==> src/sv/dmwbc_pkg.sv <==
`timescale 1ns / 1ps

package dmwbc_pkg;

    // fixed field widths
    localparam int WORD_W         = 32;
    localparam int REQ_ADDR_W     = 16;
    localparam int WORDS_PER_LINE = 4;
    localparam int WORD_SEL_W     = 2;
    localparam int OFFSET_W       = 4;
    localparam int DELAY_W        = 8;
    localparam int CFG_IDX_W      = 1;
    localparam int CFG_DATA_W     = 8;

    // configuration register indexes
    localparam logic [CFG_IDX_W-1:0] CFG_CACHE_ENABLED = 1'b0;
    localparam logic [CFG_IDX_W-1:0] CFG_ACCESS_DELAY  = 1'b1;

    // command codes
    localparam logic CMD_READ  = 1'b0;
    localparam logic CMD_WRITE = 1'b1;

    typedef enum logic [1:0] {
        ST_CLEAR,
        ST_IDLE,
        ST_LOOKUP
    } ctrl_state_t;

    // controller to datapath
    typedef struct packed {
        logic clear;
        logic capture;
        logic commit;
    } dp_cmd_t;

    // datapath to controller
    typedef struct packed {
        logic clear_last;
    } dp_status_t;

endpackage

==> src/sv/dmwbc_ctrl.sv <==
`timescale 1ns / 1ps

module dmwbc_ctrl
(
    input  logic                  clk,
    input  logic                  rst_n,
    input  logic                  in_valid,
    output logic                  in_stall,
    output logic                  out_valid,
    input  logic                  out_stall,
    input  dmwbc_pkg::dp_status_t status,
    output dmwbc_pkg::dp_cmd_t    cmd
);
    import dmwbc_pkg::*;

    ctrl_state_t state_reg;
    ctrl_state_t state_next;
    logic        out_valid_reg;
    logic        out_valid_next;

    // state and output slot registers
    always_ff @(posedge clk or negedge rst_n)
    begin
        if (!rst_n)
        begin
            state_reg     <= ST_CLEAR;
            out_valid_reg <= 1'b0;
        end
        else
        begin
            state_reg     <= state_next;
            out_valid_reg <= out_valid_next;
        end
    end

    // next state and commands
    always_comb
    begin
        state_next = state_reg;
        cmd        = '0;
        in_stall   = 1'b1;
        case (state_reg)
            ST_CLEAR:
            begin
                cmd.clear = 1'b1;
                if (status.clear_last)
                begin
                    state_next = ST_IDLE;
                end
            end
            ST_IDLE:
            begin
                in_stall = 1'b0;
                if (in_valid)
                begin
                    cmd.capture = 1'b1;
                    state_next  = ST_LOOKUP;
                end
            end
            ST_LOOKUP:
            begin
                // result goes out once the output slot is free or being drained
                if (!out_valid_reg || !out_stall)
                begin
                    cmd.commit = 1'b1;
                    state_next = ST_IDLE;
                end
            end
            default:
            begin
                state_next = ST_IDLE;
            end
        endcase
    end

    // output slot occupancy
    always_comb
    begin
        out_valid_next = out_valid_reg;
        if (cmd.commit)
        begin
            out_valid_next = 1'b1;
        end
        else if (out_valid_reg && !out_stall)
        begin
            out_valid_next = 1'b0;
        end
    end

    assign out_valid = out_valid_reg;

endmodule

==> src/sv/dmwbc_datapath.sv <==
`timescale 1ns / 1ps

module dmwbc_datapath
#(
    parameter int NUM_LINES    = 16,
    parameter int ADDRESS_BITS = 16
)
(
    input  logic                                        clk,
    input  logic                                        rst_n,
    input  dmwbc_pkg::dp_cmd_t                          cmd,
    output dmwbc_pkg::dp_status_t                       status,
    input  logic                                        cfg_valid,
    input  logic [dmwbc_pkg::CFG_IDX_W-1:0]             cfg_index,
    input  logic [dmwbc_pkg::CFG_DATA_W-1:0]            cfg_data,
    input  logic                                        command,
    input  logic [dmwbc_pkg::REQ_ADDR_W-1:0]            req_address,
    input  logic [dmwbc_pkg::WORD_W-1:0]                write_data,
    input  logic                                        mem_write_accept,
    input  logic                                        mem_read_ready,
    input  logic [dmwbc_pkg::WORD_W-1:0]                fill_word0,
    input  logic [dmwbc_pkg::WORD_W-1:0]                fill_word1,
    input  logic [dmwbc_pkg::WORD_W-1:0]                fill_word2,
    input  logic [dmwbc_pkg::WORD_W-1:0]                fill_word3,
    output logic                                        done_res,
    output logic [dmwbc_pkg::WORD_W-1:0]                read_data,
    output logic                                        hit_pulse,
    output logic                                        miss_pulse,
    output logic                                        writeback_valid,
    output logic [dmwbc_pkg::REQ_ADDR_W-1:0]            writeback_address,
    output logic [dmwbc_pkg::WORD_W-1:0]                victim_word0,
    output logic [dmwbc_pkg::WORD_W-1:0]                victim_word1,
    output logic [dmwbc_pkg::WORD_W-1:0]                victim_word2,
    output logic [dmwbc_pkg::WORD_W-1:0]                victim_word3,
    output logic                                        line_read_valid,
    output logic                                        word_write_valid
);
    import dmwbc_pkg::*;

    // index and tag split; line count is a power of two
    localparam int IDX_W   = $clog2(NUM_LINES);
    localparam int TAG_RAW = REQ_ADDR_W - OFFSET_W - IDX_W;
    localparam int TAG_W   = (TAG_RAW > 0) ? TAG_RAW : 1;
    localparam int PAD_W   = 32 - TAG_W - IDX_W - OFFSET_W;
    localparam logic [REQ_ADDR_W-1:0] ADDR_MASK =
        (ADDRESS_BITS >= REQ_ADDR_W) ? {REQ_ADDR_W{1'b1}}
                                     : REQ_ADDR_W'((32'd1 << ADDRESS_BITS) - 32'd1);
    localparam logic [IDX_W-1:0] LAST_IDX = IDX_W'(NUM_LINES - 1);

    typedef logic [WORDS_PER_LINE-1:0][WORD_W-1:0] line_data_t;

    typedef struct packed {
        logic             valid;
        logic             dirty;
        logic [TAG_W-1:0] tag;
        line_data_t       words;
    } line_row_t;

    // line memory: one row per line with valid, dirty, tag and data
    line_row_t line_mem [NUM_LINES];
    line_row_t row_q_reg;

    // configuration and request tracking
    logic                  enabled_reg;
    logic [DELAY_W-1:0]    delay_reg;
    logic [DELAY_W-1:0]    count_reg;
    logic [DELAY_W-1:0]    count_next;
    logic                  busy_reg;
    logic                  busy_next;
    logic [REQ_ADDR_W-1:0] pend_reg;
    logic [REQ_ADDR_W-1:0] pend_next;
    logic                  lookup_done_reg;
    logic                  lookup_done_next;
    logic [IDX_W-1:0]      clr_idx_reg;

    // captured transaction
    logic                  cmd_reg;
    logic [REQ_ADDR_W-1:0] addr_reg;
    logic [WORD_W-1:0]     wdata_reg;
    logic                  wr_ok_reg;
    logic                  rd_ok_reg;
    line_data_t            fill_reg;

    // result registers
    logic                  done_reg;
    logic                  done_next;
    logic [WORD_W-1:0]     rdata_reg;
    logic [WORD_W-1:0]     rdata_next;
    logic                  hit_reg;
    logic                  hit_next;
    logic                  miss_reg;
    logic                  miss_next;
    logic                  wb_valid_reg;
    logic                  wb_valid_next;
    logic [REQ_ADDR_W-1:0] wb_addr_reg;
    logic [REQ_ADDR_W-1:0] wb_addr_next;
    line_data_t            victim_reg;
    line_data_t            victim_next;
    logic                  lrv_reg;
    logic                  lrv_next;
    logic                  wwv_reg;
    logic                  wwv_next;

    // lookup signals
    logic [REQ_ADDR_W-1:0] in_addr_m;
    logic [IDX_W-1:0]      in_idx;
    logic [REQ_ADDR_W-1:0] addr_m;
    logic [IDX_W-1:0]      idx;
    logic [REQ_ADDR_W-1:0] tag_full;
    logic [TAG_W-1:0]      tag;
    logic [WORD_SEL_W-1:0] wsel;
    logic [31:0]           wb_full;
    logic                  row_we;
    line_row_t             row_wdata;
    logic                  go_count;
    logic                  wb_held;

    // memory write port
    logic                  mem_we;
    logic [IDX_W-1:0]      mem_waddr;
    line_row_t             mem_wdata;

    assign in_addr_m = req_address & ADDR_MASK;
    assign in_idx    = in_addr_m[OFFSET_W +: IDX_W];
    assign addr_m    = addr_reg & ADDR_MASK;
    assign idx       = addr_m[OFFSET_W +: IDX_W];
    assign tag_full  = addr_m >> (OFFSET_W + IDX_W);
    assign tag       = tag_full[TAG_W-1:0];
    assign wsel      = addr_reg[OFFSET_W-1 -: WORD_SEL_W];
    assign wb_full   = {{PAD_W{1'b0}}, row_q_reg.tag, idx, {OFFSET_W{1'b0}}};

    assign status.clear_last = (clr_idx_reg == LAST_IDX);

    // per transaction decision and next state
    always_comb
    begin
        done_next        = 1'b0;
        rdata_next       = '0;
        hit_next         = 1'b0;
        miss_next        = 1'b0;
        wb_valid_next    = 1'b0;
        wb_addr_next     = '0;
        victim_next      = '0;
        lrv_next         = 1'b0;
        wwv_next         = 1'b0;
        busy_next        = busy_reg;
        pend_next        = pend_reg;
        count_next       = count_reg;
        lookup_done_next = lookup_done_reg;
        row_we           = 1'b0;
        row_wdata        = row_q_reg;
        go_count         = 1'b0;
        wb_held          = 1'b0;

        if (!enabled_reg)
        begin
            // uncached pass through
            if (cmd_reg == CMD_WRITE)
            begin
                wwv_next  = 1'b1;
                done_next = wr_ok_reg;
            end
            else
            begin
                lrv_next = 1'b1;
                if (rd_ok_reg)
                begin
                    done_next  = 1'b1;
                    rdata_next = fill_reg[wsel];
                end
            end
        end
        else
        begin
            if (!busy_reg)
            begin
                busy_next = 1'b1;
                pend_next = addr_m;
                go_count  = 1'b1;
            end
            else if (pend_reg != addr_m)
            begin
                // other address refused, empty result
                go_count = 1'b0;
            end
            else if (lookup_done_reg)
            begin
                // miss handling: victim writeback then line fill
                if (row_q_reg.valid && row_q_reg.dirty)
                begin
                    wb_valid_next = 1'b1;
                    wb_addr_next  = REQ_ADDR_W'(wb_full) & ADDR_MASK;
                    victim_next   = row_q_reg.words;
                    if (!wr_ok_reg)
                    begin
                        wb_held = 1'b1;
                    end
                    else
                    begin
                        row_wdata.dirty = 1'b0;
                        row_we          = 1'b1;
                    end
                end
                if (!wb_held)
                begin
                    lrv_next = 1'b1;
                    if (rd_ok_reg)
                    begin
                        row_wdata.words = fill_reg;
                        row_wdata.tag   = tag;
                        row_wdata.valid = 1'b1;
                        if (cmd_reg == CMD_WRITE)
                        begin
                            row_wdata.words[wsel] = wdata_reg;
                            row_wdata.dirty       = 1'b1;
                        end
                        else
                        begin
                            row_wdata.dirty = 1'b0;
                            rdata_next      = fill_reg[wsel];
                        end
                        row_we           = 1'b1;
                        done_next        = 1'b1;
                        busy_next        = 1'b0;
                        pend_next        = '0;
                        count_next       = delay_reg;
                        lookup_done_next = 1'b0;
                    end
                end
            end
            else
            begin
                go_count = 1'b1;
            end

            // access delay countdown and tag check
            if (go_count)
            begin
                count_next = count_reg - DELAY_W'(1);
                if (count_next == '0)
                begin
                    if (row_q_reg.valid && (row_q_reg.tag == tag))
                    begin
                        hit_next  = 1'b1;
                        done_next = 1'b1;
                        if (cmd_reg == CMD_WRITE)
                        begin
                            row_wdata.words[wsel] = wdata_reg;
                            row_wdata.dirty       = 1'b1;
                            row_we                = 1'b1;
                        end
                        else
                        begin
                            rdata_next = row_q_reg.words[wsel];
                        end
                        busy_next        = 1'b0;
                        pend_next        = '0;
                        count_next       = delay_reg;
                        lookup_done_next = 1'b0;
                    end
                    else
                    begin
                        miss_next        = 1'b1;
                        lookup_done_next = 1'b1;
                    end
                end
            end
        end
    end

    // write port select: clearing pass or commit
    always_comb
    begin
        if (cmd.clear)
        begin
            mem_we    = 1'b1;
            mem_waddr = clr_idx_reg;
            mem_wdata = '0;
        end
        else
        begin
            mem_we    = cmd.commit && row_we;
            mem_waddr = idx;
            mem_wdata = row_wdata;
        end
    end

    // line memory
    always_ff @(posedge clk)
    begin
        if (mem_we)
        begin
            line_mem[mem_waddr] <= mem_wdata;
        end
        if (cmd.capture)
        begin
            row_q_reg <= line_mem[in_idx];
        end
    end

    // clearing pass counter
    always_ff @(posedge clk or negedge rst_n)
    begin
        if (!rst_n)
        begin
            clr_idx_reg <= '0;
        end
        else if (cmd.clear)
        begin
            clr_idx_reg <= clr_idx_reg + IDX_W'(1);
        end
    end

    // configuration and request state
    always_ff @(posedge clk or negedge rst_n)
    begin
        if (!rst_n)
        begin
            enabled_reg     <= 1'b1;
            delay_reg       <= DELAY_W'(1);
            count_reg       <= DELAY_W'(1);
            busy_reg        <= 1'b0;
            pend_reg        <= '0;
            lookup_done_reg <= 1'b0;
        end
        else
        begin
            if (cfg_valid)
            begin
                case (cfg_index)
                    CFG_CACHE_ENABLED:
                    begin
                        enabled_reg <= cfg_data[0];
                    end
                    CFG_ACCESS_DELAY:
                    begin
                        delay_reg <= cfg_data;
                        if (!busy_reg)
                        begin
                            count_reg <= cfg_data;
                        end
                    end
                    default:
                    begin
                        enabled_reg <= enabled_reg;
                    end
                endcase
            end
            if (cmd.commit)
            begin
                busy_reg        <= busy_next;
                pend_reg        <= pend_next;
                count_reg       <= count_next;
                lookup_done_reg <= lookup_done_next;
            end
        end
    end

    // transaction capture
    always_ff @(posedge clk)
    begin
        if (cmd.capture)
        begin
            cmd_reg   <= command;
            addr_reg  <= req_address;
            wdata_reg <= write_data;
            wr_ok_reg <= mem_write_accept;
            rd_ok_reg <= mem_read_ready;
            fill_reg  <= {fill_word3, fill_word2, fill_word1, fill_word0};
        end
    end

    // result registers
    always_ff @(posedge clk)
    begin
        if (cmd.commit)
        begin
            done_reg     <= done_next;
            rdata_reg    <= rdata_next;
            hit_reg      <= hit_next;
            miss_reg     <= miss_next;
            wb_valid_reg <= wb_valid_next;
            wb_addr_reg  <= wb_addr_next;
            victim_reg   <= victim_next;
            lrv_reg      <= lrv_next;
            wwv_reg      <= wwv_next;
        end
    end

    assign done_res          = done_reg;
    assign read_data         = rdata_reg;
    assign hit_pulse         = hit_reg;
    assign miss_pulse        = miss_reg;
    assign writeback_valid   = wb_valid_reg;
    assign writeback_address = wb_addr_reg;
    assign victim_word0      = victim_reg[0];
    assign victim_word1      = victim_reg[1];
    assign victim_word2      = victim_reg[2];
    assign victim_word3      = victim_reg[3];
    assign line_read_valid   = lrv_reg;
    assign word_write_valid  = wwv_reg;

endmodule

==> src/sv/direct_mapped_writeback_cache.sv <==
`timescale 1ns / 1ps
// channel   handshake               payload
// in        in_valid / in_stall     command, req_address, write_data, mem_write_accept,
//                                   mem_read_ready, fill_word0..fill_word3
// out       out_valid / out_stall   done_res, read_data, hit_pulse, miss_pulse,
//                                   writeback_valid, writeback_address,
//                                   victim_word0..victim_word3, line_read_valid,
//                                   word_write_valid
// cfg       cfg_valid / cfg_ready   cfg_index, cfg_data
//
// each transaction: the accept edge reads the line row into a register; in the lookup
// state the block decides, updates the line memory and loads the output register; no new
// transaction is taken until then, as the line memory is read through a register.
// after reset a clearing pass zeroes every row of the line memory with in_stall high.
// a waiting result sits in the output register while the next transaction is taken;
// the decision cycle holds while out_stall keeps that register full.
// NUM_LINES must be a power of two.

module direct_mapped_writeback_cache
#(
    parameter int NUM_LINES    = 16,
    parameter int ADDRESS_BITS = 16
)
(
    input  logic                                 clk,
    input  logic                                 rst_n,
    input  logic                                 in_valid,
    output logic                                 in_stall,
    input  logic                                 command,
    input  logic [dmwbc_pkg::REQ_ADDR_W-1:0]     req_address,
    input  logic [dmwbc_pkg::WORD_W-1:0]         write_data,
    input  logic                                 mem_write_accept,
    input  logic                                 mem_read_ready,
    input  logic [dmwbc_pkg::WORD_W-1:0]         fill_word0,
    input  logic [dmwbc_pkg::WORD_W-1:0]         fill_word1,
    input  logic [dmwbc_pkg::WORD_W-1:0]         fill_word2,
    input  logic [dmwbc_pkg::WORD_W-1:0]         fill_word3,
    output logic                                 out_valid,
    input  logic                                 out_stall,
    output logic                                 done_res,
    output logic [dmwbc_pkg::WORD_W-1:0]         read_data,
    output logic                                 hit_pulse,
    output logic                                 miss_pulse,
    output logic                                 writeback_valid,
    output logic [dmwbc_pkg::REQ_ADDR_W-1:0]     writeback_address,
    output logic [dmwbc_pkg::WORD_W-1:0]         victim_word0,
    output logic [dmwbc_pkg::WORD_W-1:0]         victim_word1,
    output logic [dmwbc_pkg::WORD_W-1:0]         victim_word2,
    output logic [dmwbc_pkg::WORD_W-1:0]         victim_word3,
    output logic                                 line_read_valid,
    output logic                                 word_write_valid,
    input  logic                                 cfg_valid,
    output logic                                 cfg_ready,
    input  logic [dmwbc_pkg::CFG_IDX_W-1:0]      cfg_index,
    input  logic [dmwbc_pkg::CFG_DATA_W-1:0]     cfg_data
);
    import dmwbc_pkg::*;

    dp_cmd_t    dp_cmd;
    dp_status_t dp_status;

    // configuration writes are always taken
    assign cfg_ready = 1'b1;

    // sequencing and handshakes
    dmwbc_ctrl u_ctrl
    (
        .clk       (clk),
        .rst_n     (rst_n),
        .in_valid  (in_valid),
        .in_stall  (in_stall),
        .out_valid (out_valid),
        .out_stall (out_stall),
        .status    (dp_status),
        .cmd       (dp_cmd)
    );

    // line storage, request tracking and result registers
    dmwbc_datapath
    #(
        .NUM_LINES    (NUM_LINES),
        .ADDRESS_BITS (ADDRESS_BITS)
    )
    u_datapath
    (
        .clk               (clk),
        .rst_n             (rst_n),
        .cmd               (dp_cmd),
        .status            (dp_status),
        .cfg_valid         (cfg_valid),
        .cfg_index         (cfg_index),
        .cfg_data          (cfg_data),
        .command           (command),
        .req_address       (req_address),
        .write_data        (write_data),
        .mem_write_accept  (mem_write_accept),
        .mem_read_ready    (mem_read_ready),
        .fill_word0        (fill_word0),
        .fill_word1        (fill_word1),
        .fill_word2        (fill_word2),
        .fill_word3        (fill_word3),
        .done_res          (done_res),
        .read_data         (read_data),
        .hit_pulse         (hit_pulse),
        .miss_pulse        (miss_pulse),
        .writeback_valid   (writeback_valid),
        .writeback_address (writeback_address),
        .victim_word0      (victim_word0),
        .victim_word1      (victim_word1),
        .victim_word2      (victim_word2),
        .victim_word3      (victim_word3),
        .line_read_valid   (line_read_valid),
        .word_write_valid  (word_write_valid)
    );

endmodule

==> config.mk <==
export PLATFORM = sky130hd
export DESIGN_NAME = direct_mapped_writeback_cache
export DESIGN_NICKNAME = d
export VERILOG_FILES = /design/src/sv/dmwbc_pkg.sv /design/src/sv/dmwbc_ctrl.sv /design/src/sv/dmwbc_datapath.sv /design/src/sv/direct_mapped_writeback_cache.sv
export SDC_FILE = /design/constraint.sdc
export NUM_CORES = 2
export LEC_CHECK = 0
export BUFFER_PORTS_ARGS = -buffer_cell sky130_fd_sc_hd__buf_2
export CORE_ASPECT_RATIO = 0.7
export CORE_MARGIN = 1.5
export CORE_UTILIZATION = 41
export CTS_CLUSTER_SIZE = 25
export DETAILED_ROUTE_END_ITERATION = 10
export RECOVER_POWER = 25
export SYNTH_ARGS = -nofsm -noshare
export SYNTH_HDL_FRONTEND = slang
export SYNTH_SLANG_ARGS = --single-unit
==> constraint.sdc <==
create_clock -name clk -period 19.76 [get_ports clk]
set_clock_uncertainty 0.2 [all_clocks]
set_input_delay 0.988 -clock clk [delete_from_list [all_inputs] [get_ports clk]]
set_output_delay 0.988 -clock clk [all_outputs]
set_load 0.005 [all_outputs]
==> results.ini <==
[status]
outcome=finished with violations
violations=max-capacitance violations, max-slew violations

[power_and_ir_drop]
ir_drop_uv=70.5
p_leak_nw=38.5
combinationalPowerShare_pct=14.9
switching_power_mw=4.26
power.share.switching_pct=27.4
finalPower_mw=15.6
p_int_mw=11.3
power_density_nw_per_um2=127
seqPwrFrac_pct=52.4
p_clk_share_pct=32.7

[layout]
syn2layout_area_growth_pct=14.3
largest_reg_flops=2208
fin_area_um2=122000
nNetsFinal=5599
drive_gt1_share_pct=28.4

[die]
dieArea_um2=264000
io_pins=378
die_w_um=613
rows=156
die_h_um=430
start_util_pct=41.3
core-area_um2=259000

[sta]
tightest_slew_ps=9760
setup_ws_ps=7150
fin_setup_tns_ps=0
timing.fmax_ghz=0.0793
report.final.hold_viol_count=0
min_period_ps=12610
slew_headroom_pct=-551
hold_ws_ps=100
finalSetupViolCount=0
period_share_pct=63.8
rsz0062_at_grt=no
finalMaxSlewViolations=1467

[clock_tree]
cts_setup_buffers=0
worstSkewPairLatency_ps=860
cts_tree=built
numCtsBuffers=279
cts_max_level=5
clockRootBuffer=clkbuf_16
clkTransAtPathRegs_ps=70
clock_path_buffers=4
hold_buffers=0
clock_sinks=2745
cts_resized=0

[setup_path]
slowest_delay_ps=6760
endpoint_kind=register
cp_common_cell=clkbuf_1
crit_fanout=138
critical-path-slowest-cell=clkbuf_1
cp-start-kind=input pin
critPathKind=in2reg
crit_required_ps=19890
cp.arrival_ps=12740
crit_chain=buf_8 > clkbuf_1 > clkbuf_1 > mux4_2 > nor2b_1 > a211oi_1 > a21oi_1
r2r.worst_path.cells=5

[routing]
drc=0
wl_per_cell_um=34.2
viasPerCell=6.00
drt-total-wl_mm=312
drtIter0Drc=7249
firstDrtPassIters=9
antenna_left=0
vias=54800

[synthesis]
synth_edf_count=2703
ys_ff_latch=2745
yosysSeqAreaShare_pct=76.9
syn_area_um2=107000
yosysTopAreaCell=edfxtp_1
postSynth.asyncResetShare_pct=1.53
yosysUniqueCellTypes=58
ys.flop_type=edfxtp_1
synthCells=4841
synth_top_cell_area_share_pct=76.0
synth_area_leaders=edfxtp_1 (76%), mux4_2 (16%), a211oi_1 (0.95%)
ys_warn_count=0
syn_avg_cell_area_um2=22.1

[global_route]
grtUsageMet2_pct=36.6
grtUsageTotal_pct=23.4
busiest_layer=met2
grt_pass1_wl_mm=432
grt_pass1_vias=54300
use_met1_pct=31.5
met3_usage_pct=4.40
grt_max_degree=139
grt-ovfl-total=0
antenna_found_initial=18

[placed_design]
hpwl_mm=185
place_congestion=0.918
dp_slack_ps=11980
placed_cell_area_um2=114000
port_buffers=372

[worst_hold_path]
hold_path_depth=1
worstHoldPathType=in2reg

[flow_run]
max-cap-violations=27

path summary, 6_finish.rpt:
path                                         start                  endpoint  slack, ps
max reg2reg                    u_ctrl.state_reg[1]  u_datapath.row_q_reg[50]       8850
max in group asynchronous                    rst_n   u_datapath.pend_reg[14]      17310
min reg2reg                u_datapath.delay_reg[3]   u_datapath.delay_reg[3]        310
min                                 fill_word3[22]  u_datapath.fill_reg[118]        100
min in group asynchronous                    rst_n       u_ctrl.state_reg[1]        670
max                                 req_address[5]  u_datapath.row_q_reg[42]       7150
cell type report:
type | count | area (µm²)
clock inverter | 130 | 1190
clock buffer | 349 | 7390
multi-input combinational | 1703 | 23300
antenna | 57 | 143
inverter | 78 | 294
fill | 21200 | 136000
sequential | 2745 | 82200
tap | 3476 | 4350
timing repair buffer | 596 | 3310
Yosys cell counts (5+ instances only):
cell      instances
edfxtp_1       2703
mux4_2          745
clkbuf_1        231
a21oi_1         148
and2_1          141
a211oi_1        135
o31ai_1          96
or3_1            95
inv_1            78
o22ai_1          68
buf_1            44
dfrtp_1          39
nor2_1           32
nand2_1          31
xor2_1           25
buf_2            22
buf_4            21
nand3_1          19
a22o_1           17
o21ai_0          15
nor2b_1          13
mux2i_1          11
a31oi_1           9
mux2_2            8
nand2b_1          7
nor3_1            7
nor3b_1           7
nor4_1            7
xnor2_1           6
a221oi_1          5
o22a_1            5
o31ai_4           5
cells by family (layout without fill, tap and decap cells):
logic type,after synthesis,after routing,synth area share [%]
flip-flops,2745,2745,76.9
multiplexers,764,764,15.9
AO/OA/AOI/OAI,524,524,3.33
buffers and inverters,396,1153,1.49
AND/OR/NAND/NOR,376,376,2.06
XOR/XNOR,31,31,0.254
adder cells (fa/ha/maj),3,3,0.0351
other,2,62,0.00703
layout by cell type (no fill, tap or decap), types with 18 or more instances in the layout:
cell / instances
a211oi_1: 117
a211oi_2: 18
a21oi_1: 148
and2_0: 33
and2_1: 108
buf_2: 219
buf_4: 185
bufinv_16: 18
clkbuf_1: 245
clkbuf_16: 285
clkinv_1: 43
clkinv_2: 44
dfrtp_1: 39
diode_2: 57
edfxtp_1: 2703
inv_1: 77
mux4_2: 745
nand2_1: 31
nand3_1: 19
o22ai_1: 68
o31ai_1: 96
or3_1: 95
xor2_1: 25
power by group through the flow:
| stage | clock network [mW] | logic, mW | registers [mW] |
|---|---|---|---|
| after floorplan | 0 | 1.22 | 8.14 |
| after global placement | 0 | 2.26 | 8.20 |
| after detailed placement | 0 | 2.31 | 8.22 |
| after CTS | 5.17 | 2.31 | 8.10 |
| after global routing | 5.38 | 2.45 | 8.18 |
| final | 5.09 | 2.31 | 8.16 |
per-stage QoR:
stage          utilization (%)  std cells
2_1_floorplan                -       4844
3_3_place_gp              44.0       8596
3_5_place_dp              44.0       8596
4_1_cts                   47.3       9075
6_report                  47.2       9134
5_1_grt                   47.2       9113
layer usage:
layer / wire (µm) / vias up / share of wire [%]
met4: 20100 / 6 / 6.4
li1: - / 21700 / -
met3: 26100 / 616 / 8.3
met5: 141 / - / 0.045
met2: 146000 / 2843 / 47
met1: 120000 / 29600 / 38
critical path: cells and delay by family:
| family | cells | cell delay [ps] |
|---|---|---|
| mux | 1 | 510 |
| compound gates | 2 | 380 |
| buf+inv | 3 | 10510 |
| simple gates | 1 | 170 |
No activity file was read; power rests on OpenSTA's default activity.
